## src/hw/rtl/dbcr_pkg.sv

```systemverilog
// Package for the deadband change reporter: constants, codes and shared types.
`default_nettype none

package dbcr_pkg;

  // Default geometry
  localparam int ANALOG_CHANNELS_DEF = 4;
  localparam int BUTTON_COUNT_DEF    = 16;

  // Field widths
  localparam int SAMPLE_W = 16;
  localparam int VALUE_W  = 16;
  localparam int COUNT_W  = 16;
  localparam int INDEX_W  = 4;
  localparam int CFG_IDX_W  = 2;
  localparam int CFG_DATA_W = 16;

  // Fixed values
  localparam logic [VALUE_W-1:0] DEADBAND_RESET = 16'd48;
  localparam logic [COUNT_W-1:0] FULL_SCALE     = 16'hFFFF;

  // Configuration register indexes
  localparam logic [CFG_IDX_W-1:0] CFG_DEADBAND = 2'd0;
  localparam logic [CFG_IDX_W-1:0] CFG_EXTENDER = 2'd1;

  // Sequencer states
  typedef enum logic [2:0] {
    ST_IDLE  = 3'b001,
    ST_SCAN  = 3'b010,
    ST_FLUSH = 3'b100
  } state_t;

  // Operations of the shared unit
  typedef enum logic {
    OP_DEADBAND = 1'b0,
    OP_COUNT    = 1'b1
  } unit_op_t;

  // Request to the shared unit
  typedef struct packed {
    unit_op_t             op;
    logic [VALUE_W-1:0]   opa;
    logic [VALUE_W-1:0]   opb;
    logic [VALUE_W-1:0]   deadband;
  } unit_req_t;

  // Result of the shared unit
  typedef struct packed {
    logic                 exceeds;
    logic [COUNT_W-1:0]   incr;
  } unit_rsp_t;

  // One report item
  typedef struct packed {
    logic                 is_button;
    logic [INDEX_W-1:0]   index;
    logic [VALUE_W-1:0]   value;
    logic [COUNT_W-1:0]   count;
  } report_t;

endpackage

`default_nettype wire

```

## src/hw/rtl/dbcr_unit.sv

```systemverilog
// Shared arithmetic unit: deadband compare for analog channels, count increment for buttons.
`default_nettype none

module dbcr_unit
  import dbcr_pkg::*;
(
  input  unit_req_t req,
  output unit_rsp_t rsp
);

  logic [VALUE_W:0] sum_ab;
  logic [VALUE_W:0] sum_ba;
  logic [VALUE_W:0] add_b;

  // Shared adder: opb + deadband for the compare, opa + 1 for the count
  always_comb begin
    if (req.op == OP_COUNT) begin
      add_b  = {1'b0, req.opa};
      sum_ab = add_b + {{VALUE_W{1'b0}}, 1'b1};
    end else begin
      add_b  = {1'b0, req.opb};
      sum_ab = add_b + {1'b0, req.deadband};
    end
  end

  // Mirror sum for the other sign of the difference
  assign sum_ba = {1'b0, req.opa} + {1'b0, req.deadband};

  // |opa - opb| > deadband  <=>  opa > opb + db  or  opb > opa + db
  assign rsp.exceeds = ({1'b0, req.opa} > sum_ab) || ({1'b0, req.opb} > sum_ba);
  assign rsp.incr    = sum_ab[COUNT_W-1:0];

endmodule

`default_nettype wire

```

## src/hw/rtl/deadband_change_reporter.sv

```systemverilog
// Top level of the deadband change reporter: sequencer, held state and output register.
//
// Each accepted poll is walked one element per cycle, the analog channels
// first, then (with the extender enabled) the buttons, all through one shared
// add/compare unit; a reporting step waits while the pending report cannot
// move out past a stalled output. The sequencer goes from idle through the
// scan and flush states back to idle, and in_stall is high while it is out of
// idle. Reports are held one step in a pending register so the final one can
// carry last_report; a poll with nothing to report gives no item.
// Configuration is taken in any cycle (cfg_ready is always high) and
// must only be written while no poll is in progress.
`default_nettype none

module deadband_change_reporter
  import dbcr_pkg::*;
#(
  parameter int ANALOG_CHANNELS = ANALOG_CHANNELS_DEF,
  parameter int BUTTON_COUNT    = BUTTON_COUNT_DEF
) (
  input  wire logic                   clk,
  input  wire logic                   rst_n,
  // configuration
  input  wire logic                   cfg_valid,
  output logic                        cfg_ready,
  input  wire logic [CFG_IDX_W-1:0]   cfg_index,
  input  wire logic [CFG_DATA_W-1:0]  cfg_data,
  // poll input
  input  wire logic                   in_valid,
  output logic                        in_stall,
  input  wire logic [SAMPLE_W-1:0]    in_sample_0,
  input  wire logic [SAMPLE_W-1:0]    in_sample_1,
  input  wire logic [SAMPLE_W-1:0]    in_sample_2,
  input  wire logic [SAMPLE_W-1:0]    in_sample_3,
  input  wire logic [15:0]            in_button_word,
  input  wire logic                   in_force_resync,
  // reports
  output logic                        out_valid,
  input  wire logic                   out_stall,
  output logic                        out_is_button,
  output logic [INDEX_W-1:0]          out_report_index,
  output logic [VALUE_W-1:0]          out_report_value,
  output logic [COUNT_W-1:0]          out_transitions,
  output logic                        out_last_report
);

  localparam int ELEM_N = ANALOG_CHANNELS + BUTTON_COUNT;
  localparam int ELEM_W = $clog2(ELEM_N + 1);
  localparam int CH_IW  = (ANALOG_CHANNELS > 1) ? $clog2(ANALOG_CHANNELS) : 1;
  localparam int BTN_IW = (BUTTON_COUNT > 1) ? $clog2(BUTTON_COUNT) : 1;
  localparam logic [ELEM_W-1:0] AN_CNT   = ELEM_W'(ANALOG_CHANNELS);
  localparam logic [ELEM_W-1:0] AN_LAST  = ELEM_W'(ANALOG_CHANNELS - 1);
  localparam logic [ELEM_W-1:0] ALL_LAST = ELEM_W'(ELEM_N - 1);

  // Configuration registers
  logic [VALUE_W-1:0]       deadband_r;
  logic                     extender_r;

  // Sequencer
  state_t                   state_r, state_nxt;
  logic [ELEM_W-1:0]        pos_r, pos_nxt;
  logic [ELEM_W-1:0]        last_pos_r;

  // Latched poll
  logic [VALUE_W-1:0]       scaled_r [ANALOG_CHANNELS];
  logic [BUTTON_COUNT-1:0]  pressed_r;
  logic                     resync_r;

  // Held state
  logic [VALUE_W-1:0]       analog_held_r [ANALOG_CHANNELS];
  logic [BUTTON_COUNT-1:0]  button_held_r;
  logic [COUNT_W-1:0]       button_flips_r [BUTTON_COUNT];

  // Pending and output reports
  report_t                  pend_r;
  logic                     pend_v_r;
  report_t                  out_r;
  logic                     out_last_r;
  logic                     out_valid_r;

  // Step signals
  logic [SAMPLE_W-1:0]      sample_in [4];
  logic                     in_acc;
  logic                     out_free;
  logic                     is_analog;
  logic [CH_IW-1:0]         ch;
  logic [ELEM_W-1:0]        btn_off;
  logic [BTN_IW-1:0]        bi;
  logic                     btn_pressed;
  logic                     btn_changed;
  logic                     hit;
  logic                     step_go;
  logic                     step_end;
  logic                     flush_go;
  report_t                  rep;
  unit_req_t                ureq;
  unit_rsp_t                ursp;

  assign sample_in[0] = in_sample_0;
  assign sample_in[1] = in_sample_1;
  assign sample_in[2] = in_sample_2;
  assign sample_in[3] = in_sample_3;

  assign cfg_ready = 1'b1;
  assign in_stall  = (state_r != ST_IDLE);
  assign in_acc    = in_valid && !in_stall;
  assign out_free  = !out_valid_r || !out_stall;

  // Decode the current element
  assign is_analog   = (pos_r < AN_CNT);
  assign ch          = pos_r[CH_IW-1:0];
  assign btn_off     = pos_r - AN_CNT;
  assign bi          = btn_off[BTN_IW-1:0];
  assign btn_pressed = pressed_r[bi];
  assign btn_changed = (btn_pressed != button_held_r[bi]);

  // Feed the shared unit
  always_comb begin
    ureq.deadband = deadband_r;
    if (is_analog) begin
      ureq.op  = OP_DEADBAND;
      ureq.opa = scaled_r[ch];
      ureq.opb = analog_held_r[ch];
    end else begin
      ureq.op  = OP_COUNT;
      ureq.opa = button_flips_r[bi];
      ureq.opb = '0;
    end
  end

  dbcr_unit u_unit (
    .req (ureq),
    .rsp (ursp)
  );

  // Form the report of the current element
  always_comb begin
    if (is_analog) begin
      hit           = resync_r || ursp.exceeds;
      rep.is_button = 1'b0;
      rep.index     = INDEX_W'(ch);
      rep.value     = scaled_r[ch];
      rep.count     = FULL_SCALE;
    end else begin
      hit           = resync_r || btn_changed;
      rep.is_button = 1'b1;
      rep.index     = INDEX_W'(bi);
      rep.value     = {{(VALUE_W-1){1'b0}}, btn_pressed};
      rep.count     = btn_changed ? ursp.incr : button_flips_r[bi];
    end
  end

  // A reporting step must push the pending report out first
  assign step_go  = (state_r == ST_SCAN) && (!hit || !pend_v_r || out_free);
  assign step_end = (pos_r == last_pos_r);
  assign flush_go = (state_r == ST_FLUSH) && (!pend_v_r || out_free);

  // Sequencer next state
  always_comb begin
    state_nxt = state_r;
    pos_nxt   = pos_r;
    case (state_r)
      ST_IDLE: begin
        if (in_acc) begin
          state_nxt = ST_SCAN;
          pos_nxt   = '0;
        end
      end
      ST_SCAN: begin
        if (step_go) begin
          pos_nxt = pos_r + 1'b1;
          if (step_end) begin
            state_nxt = ST_FLUSH;
          end
        end
      end
      ST_FLUSH: begin
        if (flush_go) begin
          state_nxt = ST_IDLE;
        end
      end
      default: begin
        state_nxt = ST_IDLE;
      end
    endcase
  end

  // Control registers
  always_ff @(posedge clk) begin
    if (!rst_n) begin
      state_r     <= ST_IDLE;
      pos_r       <= '0;
      pend_v_r    <= 1'b0;
      out_valid_r <= 1'b0;
      deadband_r  <= DEADBAND_RESET;
      extender_r  <= 1'b0;
    end else begin
      state_r <= state_nxt;
      pos_r   <= pos_nxt;

      // configuration writes
      if (cfg_valid && cfg_ready) begin
        if (cfg_index == CFG_DEADBAND) begin
          deadband_r <= cfg_data;
        end else if (cfg_index == CFG_EXTENDER) begin
          extender_r <= cfg_data[0];
        end
      end

      // advance pending into the output slot, else drop the output item once taken
      if ((step_go && hit && pend_v_r) || (flush_go && pend_v_r)) begin
        out_valid_r <= 1'b1;
      end else if (out_valid_r && !out_stall) begin
        out_valid_r <= 1'b0;
      end

      // fill the pending slot on a hit, empty it on the flush
      if (step_go && hit) begin
        pend_v_r <= 1'b1;
      end else if (flush_go && pend_v_r) begin
        pend_v_r <= 1'b0;
      end
    end
  end

  // Held state updates
  always_ff @(posedge clk) begin
    if (!rst_n) begin
      button_held_r <= '0;
      for (int i = 0; i < ANALOG_CHANNELS; i++) begin
        analog_held_r[i] <= '0;
      end
      for (int i = 0; i < BUTTON_COUNT; i++) begin
        button_flips_r[i] <= '0;
      end
    end else if (step_go && hit) begin
      if (is_analog) begin
        analog_held_r[ch] <= scaled_r[ch];
      end else if (btn_changed) begin
        button_held_r[bi]  <= btn_pressed;
        button_flips_r[bi] <= ursp.incr;
      end
    end
  end

  // Payload registers: latch the poll, hold the pending and output items
  always_ff @(posedge clk) begin
    if (in_acc) begin
      for (int i = 0; i < ANALOG_CHANNELS; i++) begin
        // double and clamp: negative to zero, the top never overflows 16 bits
        scaled_r[i] <= sample_in[i][SAMPLE_W-1] ? '0 : {sample_in[i][SAMPLE_W-2:0], 1'b0};
      end
      pressed_r  <= ~in_button_word[BUTTON_COUNT-1:0];
      resync_r   <= in_force_resync;
      last_pos_r <= extender_r ? ALL_LAST : AN_LAST;
    end
    if (step_go && hit) begin
      pend_r <= rep;
      if (pend_v_r) begin
        out_r      <= pend_r;
        out_last_r <= 1'b0;
      end
    end else if (flush_go && pend_v_r) begin
      out_r      <= pend_r;
      out_last_r <= 1'b1;
    end
  end

  assign out_valid        = out_valid_r;
  assign out_is_button    = out_r.is_button;
  assign out_report_index = out_r.index;
  assign out_report_value = out_r.value;
  assign out_transitions  = out_r.count;
  assign out_last_report  = out_last_r;

endmodule

`default_nettype wire

```

## config.mk

```make
export PLATFORM = sky130hd
export DESIGN_NAME = deadband_change_reporter
export DESIGN_NICKNAME = d
export VERILOG_FILES = /design/src/hw/rtl/dbcr_pkg.sv /design/src/hw/rtl/dbcr_unit.sv /design/src/hw/rtl/deadband_change_reporter.sv
export SDC_FILE = /design/constraint.sdc
export NUM_CORES = 1
export LEC_CHECK = 0
export ABC_CLOCK_PERIOD_IN_PS = 14600
export BUFFER_PORTS_ARGS = -buffer_cell sky130_fd_sc_hd__buf_2
export CAP_MARGIN = 20
export CELL_PAD_IN_SITES_DETAIL_PLACEMENT = 0
export CELL_PAD_IN_SITES_GLOBAL_PLACEMENT = 1
export CORE_ASPECT_RATIO = 1.75
export CORE_MARGIN = 2
export CORE_UTILIZATION = 55
export DETAILED_ROUTE_END_ITERATION = 7
export GPL_ROUTABILITY_DRIVEN = 0
export PLACE_DENSITY = 0.92
export SYNTH_ARGS = -nofsm -noshare
export SYNTH_HDL_FRONTEND = slang
export SYNTH_SLANG_ARGS = --single-unit
```

## constraint.sdc

```tcl
create_clock -name clk -period 14.6 [get_ports clk]
set_input_delay 1.46 -clock clk [delete_from_list [all_inputs] [get_ports clk]]
set_output_delay 1.46 -clock clk [all_outputs]
set_load 0.02 [all_outputs]
```

==> results of run 1 <==
layer usage:
metal  GRT usage, %  routed length, µm  part of all wire [%]
met4           19.1               4890                   7.6
met1           29.6              20700                    32
met3           3.46               3550                   5.5
met2           51.1              35100                    55
met5              0                  0                     0
layout make-up:
class                      instances  area share (%)
tap                              572            2.60
sequential                       514            54.5
antenna                            2          0.0182
multi-input combinational       1213            33.1
clock buffer                      56            4.50
clock inverter                    27            1.15
timing repair buffer             173            3.44
inverter                          49           0.669
power breakdown:
part           total [mW]  internal, mW  switching (mW)
Sequential           1.67          1.65          0.0188
Combinational       0.269        0.0992           0.170
Clock                1.25         0.700           0.550
cells in the mapped netlist (all sizes together), types with 9 or more instances:
library cell,n
nand4,11
o21ai,42
a21boi,36
a21o,20
dfxtp,45
or2,22
xor2,18
mux2i,32
xnor2,36
and3,13
edfxtp,469
nor3,9
nor2b,77
nand3,53
nor2,301
mux4,103
buf,54
ha,71
clkbuf,49
and2,82
nand2,147
inv,47
a21oi,41
a211oi,12
worst max path at each step:
stage / endpoint / slack, ns
floorplan: out_is_button / 5.30
global placement: out_transitions[7] / 7.09
detailed placement: out_transitions[0] / 6.92
CTS: out_report_value[10] / 6.90
global route: out_transitions[7] / 6.30
finish: out_transitions[7] / 6.88
critical path: cells and delay by family, from the launching register on:
kind            cells  cell delay (ns)
compound gates     10             2.59
fa+ha+maj           4             1.84
mux                 2             0.95
buf+inv             3             0.80
simple gates        3             0.67
flops               1             0.36
xor+xnor            1             0.09
sequential cells by signal (all words and copies together) (netlist names), 3 cells and up, named ones only:
| signal | flops |
|---|---|
| analog_held_r | 60 |
| button_flips_r | 256 |
| button_held_r | 16 |
| deadband_r | 16 |
| out_report_index | 4 |
| out_report_value | 16 |
| out_transitions | 16 |
| pend_r | 37 |
| pos_r | 5 |
| pressed_r | 16 |
| scaled_r | 60 |
| state_r | 3 |
cells by family (layout without fill, tap and decap cells):
group	count (synthesis)	after routing	synth area share, %
simple gates	745	745	14.4
flops	514	514	60.5
compound gates	199	199	5.54
buf+inv	152	305	2.92
mux	141	141	10.9
fa+ha+maj	73	73	3.75
xor+xnor	54	54	1.94
other cells	1	3	0.0152
through the flow:
step / total power, mW / area (µm²) / cells / utilization, % / setup slack (ns)
floorplan: 1.87 / 24800 / 1879 / - / 5.30
global placement: 1.96 / 25900 / 2518 / 58.5 / 7.09
detailed placement: 1.97 / 25900 / 2520 / 58.6 / 6.92
CTS: 3.20 / 27500 / 2603 / 62.1 / 6.90
global route: 3.27 / 27500 / 2606 / 62.1 / 6.30
finish: 3.19 / 27500 / 2606 / 62.1 / 6.88
==> results by group, run 1 <==
Finish
  • Fillcell total: 3,291
  • Area of the multi-input gates: 9100 µm²
  • Most frequent cells in the layout: 469 x edfxtp_1, 300 x nor2_1, 147 x nand2_1
  • Commonest non-fill, non-tap cell in the layout: edfxtp_1
  • Layout cells sized above 1: 20.8%
  • Area Overhead vs Synth: 11.1%
  • Register area: 15,000 µm²
  • Layout net count: 2,173

Floorplan
  • Die Ht: 285 µm
  • IO Pins: 145
  • Effective utilization at floorplan: 55.9%
  • FP Rows: 102
  • Core area: 44,300 µm²
  • Die X: 164 µm
  • DIE AREA: 46,800 µm²

Yosys
  • Ys flop type: edfxtp_1
  • Total of warnings raised by yosys: 0
  • Synth top area share: 56.9%
  • Sequential area share after synthesis: 60.5%
  • Syn_nets: 2,056
  • Netlist Area Pre-Place: 24,700 µm²
  • Distinct cells, synth: 76
  • Syn avg cell area: 13.2 µm²
  • #FFs+latches synth: 514
  • Area contributors post-synth: edfxtp_1 57%, mux4_2 9.4%, nor2_1 4.5%, dfxtp_1 3.6%, ha_1 3.6%
  • Number of enable flip-flop cells after synthesis: 469
  • Synthesized instance count: 1,879
  • Async S/R FF share, synth: 0%
  • Leading area contributor after synthesis: edfxtp_1

Detailed routing
  • Drt pass-1 iters: 6
  • Drt wl/cell: 24.6 µm
  • Routed WL: 64.2 mm
  • Routed Antenna Nets: 0
  • DRC: 0
  • Initial drt markers: 1,487
  • Routed vias: 15,900
  • Vias/cell: 6.10

Power
  • Leak: 10.2 nW
  • Max IR drop VDD: 0.103 mV
  • Pwr dens: 116 nW/µm²

STA
  • Setup TNS: 0 ns
  • Worst hold slack: 0.420 ns
  • Setup violators final: 0
  • Measured slew at the worst slew-check pin: 1.07 ns
  • Fin crit share: 52.9%
  • RSZ-0062 raised after global routing: no
  • Fin. max-slew vios: 0
  • Tmin final: 7.72 ns
  • Slew margin rel.: 28.4%
  • Clk_skew: 0.0212 ns
  • Fin. Hold Viols: 0
  • Achievable Freq: 130 MHz

Run
  • Max Cap Violations: 0

Critical path
  • Worst setup startpoint: pos_r[2]
  • Critical path's most frequent cell: ha_1
  • Crit start category: register
  • Critical Path RT: 14.81 ns
  • CP max-delay cell: ha_1
  • CP endpoint kind: register
  • R2R Setup Slk: 6.88 ns
  • CP peak stage delay: 0.90 ns
  • Reg-to-Reg End: out_transitions[7]
  • FF-to-FF path depth: 23
  • WP data arrival: 7.93 ns
  • Critical R2R Launch: pos_r[2]
  • Crit Path Max Fanout: 38
  • Type of the worst setup path: register to register
  • Worst-path cell chain: inv_1, ha_1, mux4_2, mux4_2, nand2_1, inv_1, ha_1, fa_1, a211oi_1, o21ai_0, o311a_1, or2_2, a21oi_1, xor2_1, ha_1, and4_1, o21ai_0, a221oi_1, o311ai_0, o32ai_4, o311ai_2, a21boi_4, buf_4

Min path
  • Worst Hold Path EP: out_transitions[1]
  • Hold Crit Start: pend_r[1]
  • Hold path cells: 0
  • Hold WC Path Type: register to register

Clock tree
  • Post-CTS Setup Bufs: 0
  • Cts repair resizes: 0
  • H-tree levels: 2
  • Clk Latency, worst-skew pair: 0.58 ns
  • Clock sink total: 514
  • CTS tree: done
  • CTS Buf Count: 45
  • CTS root buffer: clkbuf_16
  • Largest buffer count on any clock path: 3
  • Clock Pin Slew Worst Setup and Hold Paths: 0.07 ns
  • Hold Buf Count CTS: 0

GRT
  • First-pass GRT wire length: 97.5 mm
  • Largest net degree at the start of global routing: 82
  • Vias in the first global route: 16,800
  • Initial antenna violation count: 2
  • Gr usage total: 28.1%
  • Grt total ovfl: 0

Placement
  • PortBufs: 143
  • Dpl hpwl: 46.7 mm

Run status
  • Run status: complete, no violations
Note: power is estimated with default switching activity, not from simulation.
==> inputs of run 2 (changes only) <==
Settings changed: ABC_AREA set to 1, ABC_CLOCK_PERIOD_IN_PS 14600 to 6500, CORE_UTILIZATION 55 to 44, PLACE_DENSITY 0.92 to 0.83.
Clock period 14.6 ns to 6.5 ns, I/O delays scaled along.
==> results by group, run 2 <==
Floorplan
  • FP Rows: 116
  • DIE AREA: 59,200 µm²
  • Core area: 56,900 µm²
  • Die Ht: 320 µm
  • Effective utilization at floorplan: 44.2%
  • IO Pins: 145
  • Die X: 185 µm

Detailed routing
  • Drt pass-1 iters: 7
  • Routed vias: 19,700
  • Vias/cell: 5.57
  • Initial drt markers: 1,854
  • Drt wl/cell: 22.1 µm
  • DRC: 0
  • Routed Antenna Nets: 0
  • Routed WL: 78.3 mm

Power
  • Pwr Total: 8.42 mW
  • Max IR drop VDD: 0.231 mV
  • Leak: 11.7 nW
  • Pwr dens: 292 nW/µm²

Yosys
  • Synth top area share: 56.0%
  • Syn avg cell area: 9.82 µm²
  • Synth top cells by count: 584 x nor2_1, 469 x edfxtp_1, 386 x nand2_1, 188 x inv_1, 183 x o21ai_0
  • Syn_nets: 2,739
  • Most common cell in the netlist: nor2_1
  • Ys flop type: edfxtp_1
  • Synthesized instance count: 2,562
  • Total of warnings raised by yosys: 0
  • Area contributors post-synth: edfxtp_1 56%, nor2_1 8.7%, nand2_1 5.8%, o21ai_0 3.6%, dfxtp_1 3.6%
  • Async S/R FF share, synth: 0%
  • Number of enable flip-flop cells after synthesis: 469
  • #FFs+latches synth: 514
  • Sequential area share after synthesis: 59.6%
  • Netlist Area Pre-Place: 25,200 µm²
  • Leading area contributor after synthesis: edfxtp_1
  • Distinct cells, synth: 66

Finish
  • Area Overhead vs Synth: 14.7%
  • Most flop-heavy register: button_flips_r
  • Most frequent cells in the layout: 581 x nor2_1, 469 x edfxtp_1, 382 x nand2_1
  • Commonest non-fill, non-tap cell in the layout: nor2_1
  • Antenna Diode Count: 0
  • Largest register FFs: 256
  • Layout net count: 2,908
  • Layout cells sized above 1: 15.7%
  • Largest registers: button_flips_r (256), analog_held_r (60), scaled_r (60)
  • Non-Filler Instances: 3,535

Critical path
  • Type of the worst setup path: register to register
  • Critical Path RT: 6.80 ns
  • FF-to-FF path depth: 40
  • Critical path's most frequent cell: nand2_1
  • CP peak stage delay: 0.42 ns
  • Reg-to-Reg End: button_flips_r[12][13]
  • Crit start category: register
  • WP data arrival: 6.41 ns
  • CP max-delay cell: dfxtp_4
  • Crit Path Max Fanout: 29
  • Critical R2R Launch: pos_r[0]
  • R2R Setup Slk: 0.38 ns
  • CP endpoint kind: register

STA
  • Tmin final: 6.12 ns
  • Fin crit share: 94.1%
  • Setup violators final: 0
  • Fin. Hold Viols: 0
  • Fin. max-slew vios: 0
  • Worst hold slack: 0.275 ns
  • Measured slew at the worst slew-check pin: 0.792 ns
  • Achievable Freq: 164 MHz
  • Setup TNS: 0 ns
  • Slew margin rel.: 47.2%
  • Clk_skew: 0.0270 ns
  • Final worst slack: 0.385 ns

Run
  • Max Cap Violations: 0

Placement
  • Dpl hpwl: 58.1 mm
  • PortBufs: 143
  • Pre-CTS setup slack: 0.165 ns
  • Inst Count DP: 3,448

Clock tree
  • Clk Latency, worst-skew pair: 0.60 ns
  • CTS Buf Count: 45
  • Clock Pin Slew Worst Setup and Hold Paths: 0.07 ns
  • Largest buffer count on any clock path: 3
  • Clock sink total: 514
  • CTS root buffer: clkbuf_16
  • H-tree levels: 2
  • Hold Buf Count CTS: 0
  • CTS tree: done

GRT
  • Initial antenna violation count: 0
  • Largest net degree at the start of global routing: 62
  • Grt total ovfl: 0
  • Gr usage total: 26.7%
  • Vias in the first global route: 19,800
  • First-pass GRT wire length: 117 mm

Min path
  • Hold Crit Start: cfg_data[4]
  • Hold path cells: 3
  • Worst Hold Path EP: deadband_r[4]
  • Hold WC Path Type: input pin to register

Run status
  • Run status: complete, no violations
## run 2: cell types whose count changed in the layout (fill, tap and decap cells not counted), sizes merged, moves of 35 or more
cell / delta
nor2: +306
nand2: +260
mux4: -103
and2: -78
a21boi: -35
nor2b: -77
a21oi: +42
inv: +158
o21ai: +167
nand3: +62
buf: +92
## run 2: logic make-up (layout without fill, tap and decap cells)
kind of cell | after synthesis | after routing | share of synthesized area [%]
DFF | 514 | 514 | 59.6
and+or+nand+nor | 1183 | 1183 | 19.4
adders and majority gates | 73 | 73 | 3.69
other | 1 | 1 | 0.0149
xor gates and xnor gates | 21 | 21 | 0.731
muxes | 1 | 1 | 0.0398
AOI/OAI and AO/OA | 420 | 420 | 10.3
buffers and inverters | 349 | 555 | 6.25
## run 2: cell type report
| type | instances | area [µm²] |
|---|---|---|
| Fill cell | 5240 | 28000 |
| Tap cell | 767 | 960 |
| Multi-Input combinational cell | 1699 | 8670 |
| Sequential cell | 514 | 15000 |
| Clock inverter | 23 | 208 |
| Clock buffer | 61 | 1200 |
| Timing Repair Buffer | 265 | 2030 |
| Inverter | 206 | 796 |
## run 2: per-stage QoR
stage                     utilization (%)  instance area (µm²)
after global placement               48.1                27400
after detailed placement             48.1                27400
after global routing                 50.7                28900
after floorplan                         -                25200
final                                50.7                28900
after CTS                            50.5                28800
## run 2: per-layer routing
metal	vias to the layer above	track usage, %	share of wire [%]
met5	-	0	0
met4	0	25.4	11
met3	304	2.97	5.5
met2	870	48.2	52
met1	9416	26.0	31
li1	9089	-	-
## run 2: how the worst max path moves through the flow
| stage | start | endpoint | cells after the start |
|---|---|---|---|
| floorplan | pos_r[2] | analog_held_r[2][10] | 38 |
| global placement | pos_r[1] | analog_held_r[0][3] | 38 |
| detailed placement | pos_r[1] | analog_held_r[0][12] | 38 |
| CTS | pos_r[1] | analog_held_r[0][9] | 38 |
| global route | pos_r[1] | analog_held_r[1][8] | 39 |
| finish | pos_r[0] | button_flips_r[12][13] | 40 |
## run 2: timing repair
item | 4_1_cts | 5_1_grt
setup endpoints to repair | 0 | 730
setup buffers | 0 | 3
resized for setup | 0 | 29
## run 2: worst max-delay path, delay by kind of cell (launching register included)
family                   cells  cell delay [ns]
AND/OR/NAND/NOR             23             2.41
buffers and inverters        7             0.95
AO/OA/AOI/OAI                6             0.94
adder cells (fa/ha/maj)      3             0.94
flip-flops                   1             0.42
XOR/XNOR                     1             0.16
## run 2: where the power goes
group          total (mW)  switching [mW]  internal, mW
logic                1.94            1.36         0.572
clock network        2.65            1.25          1.39
registers            3.83          0.0567          3.78
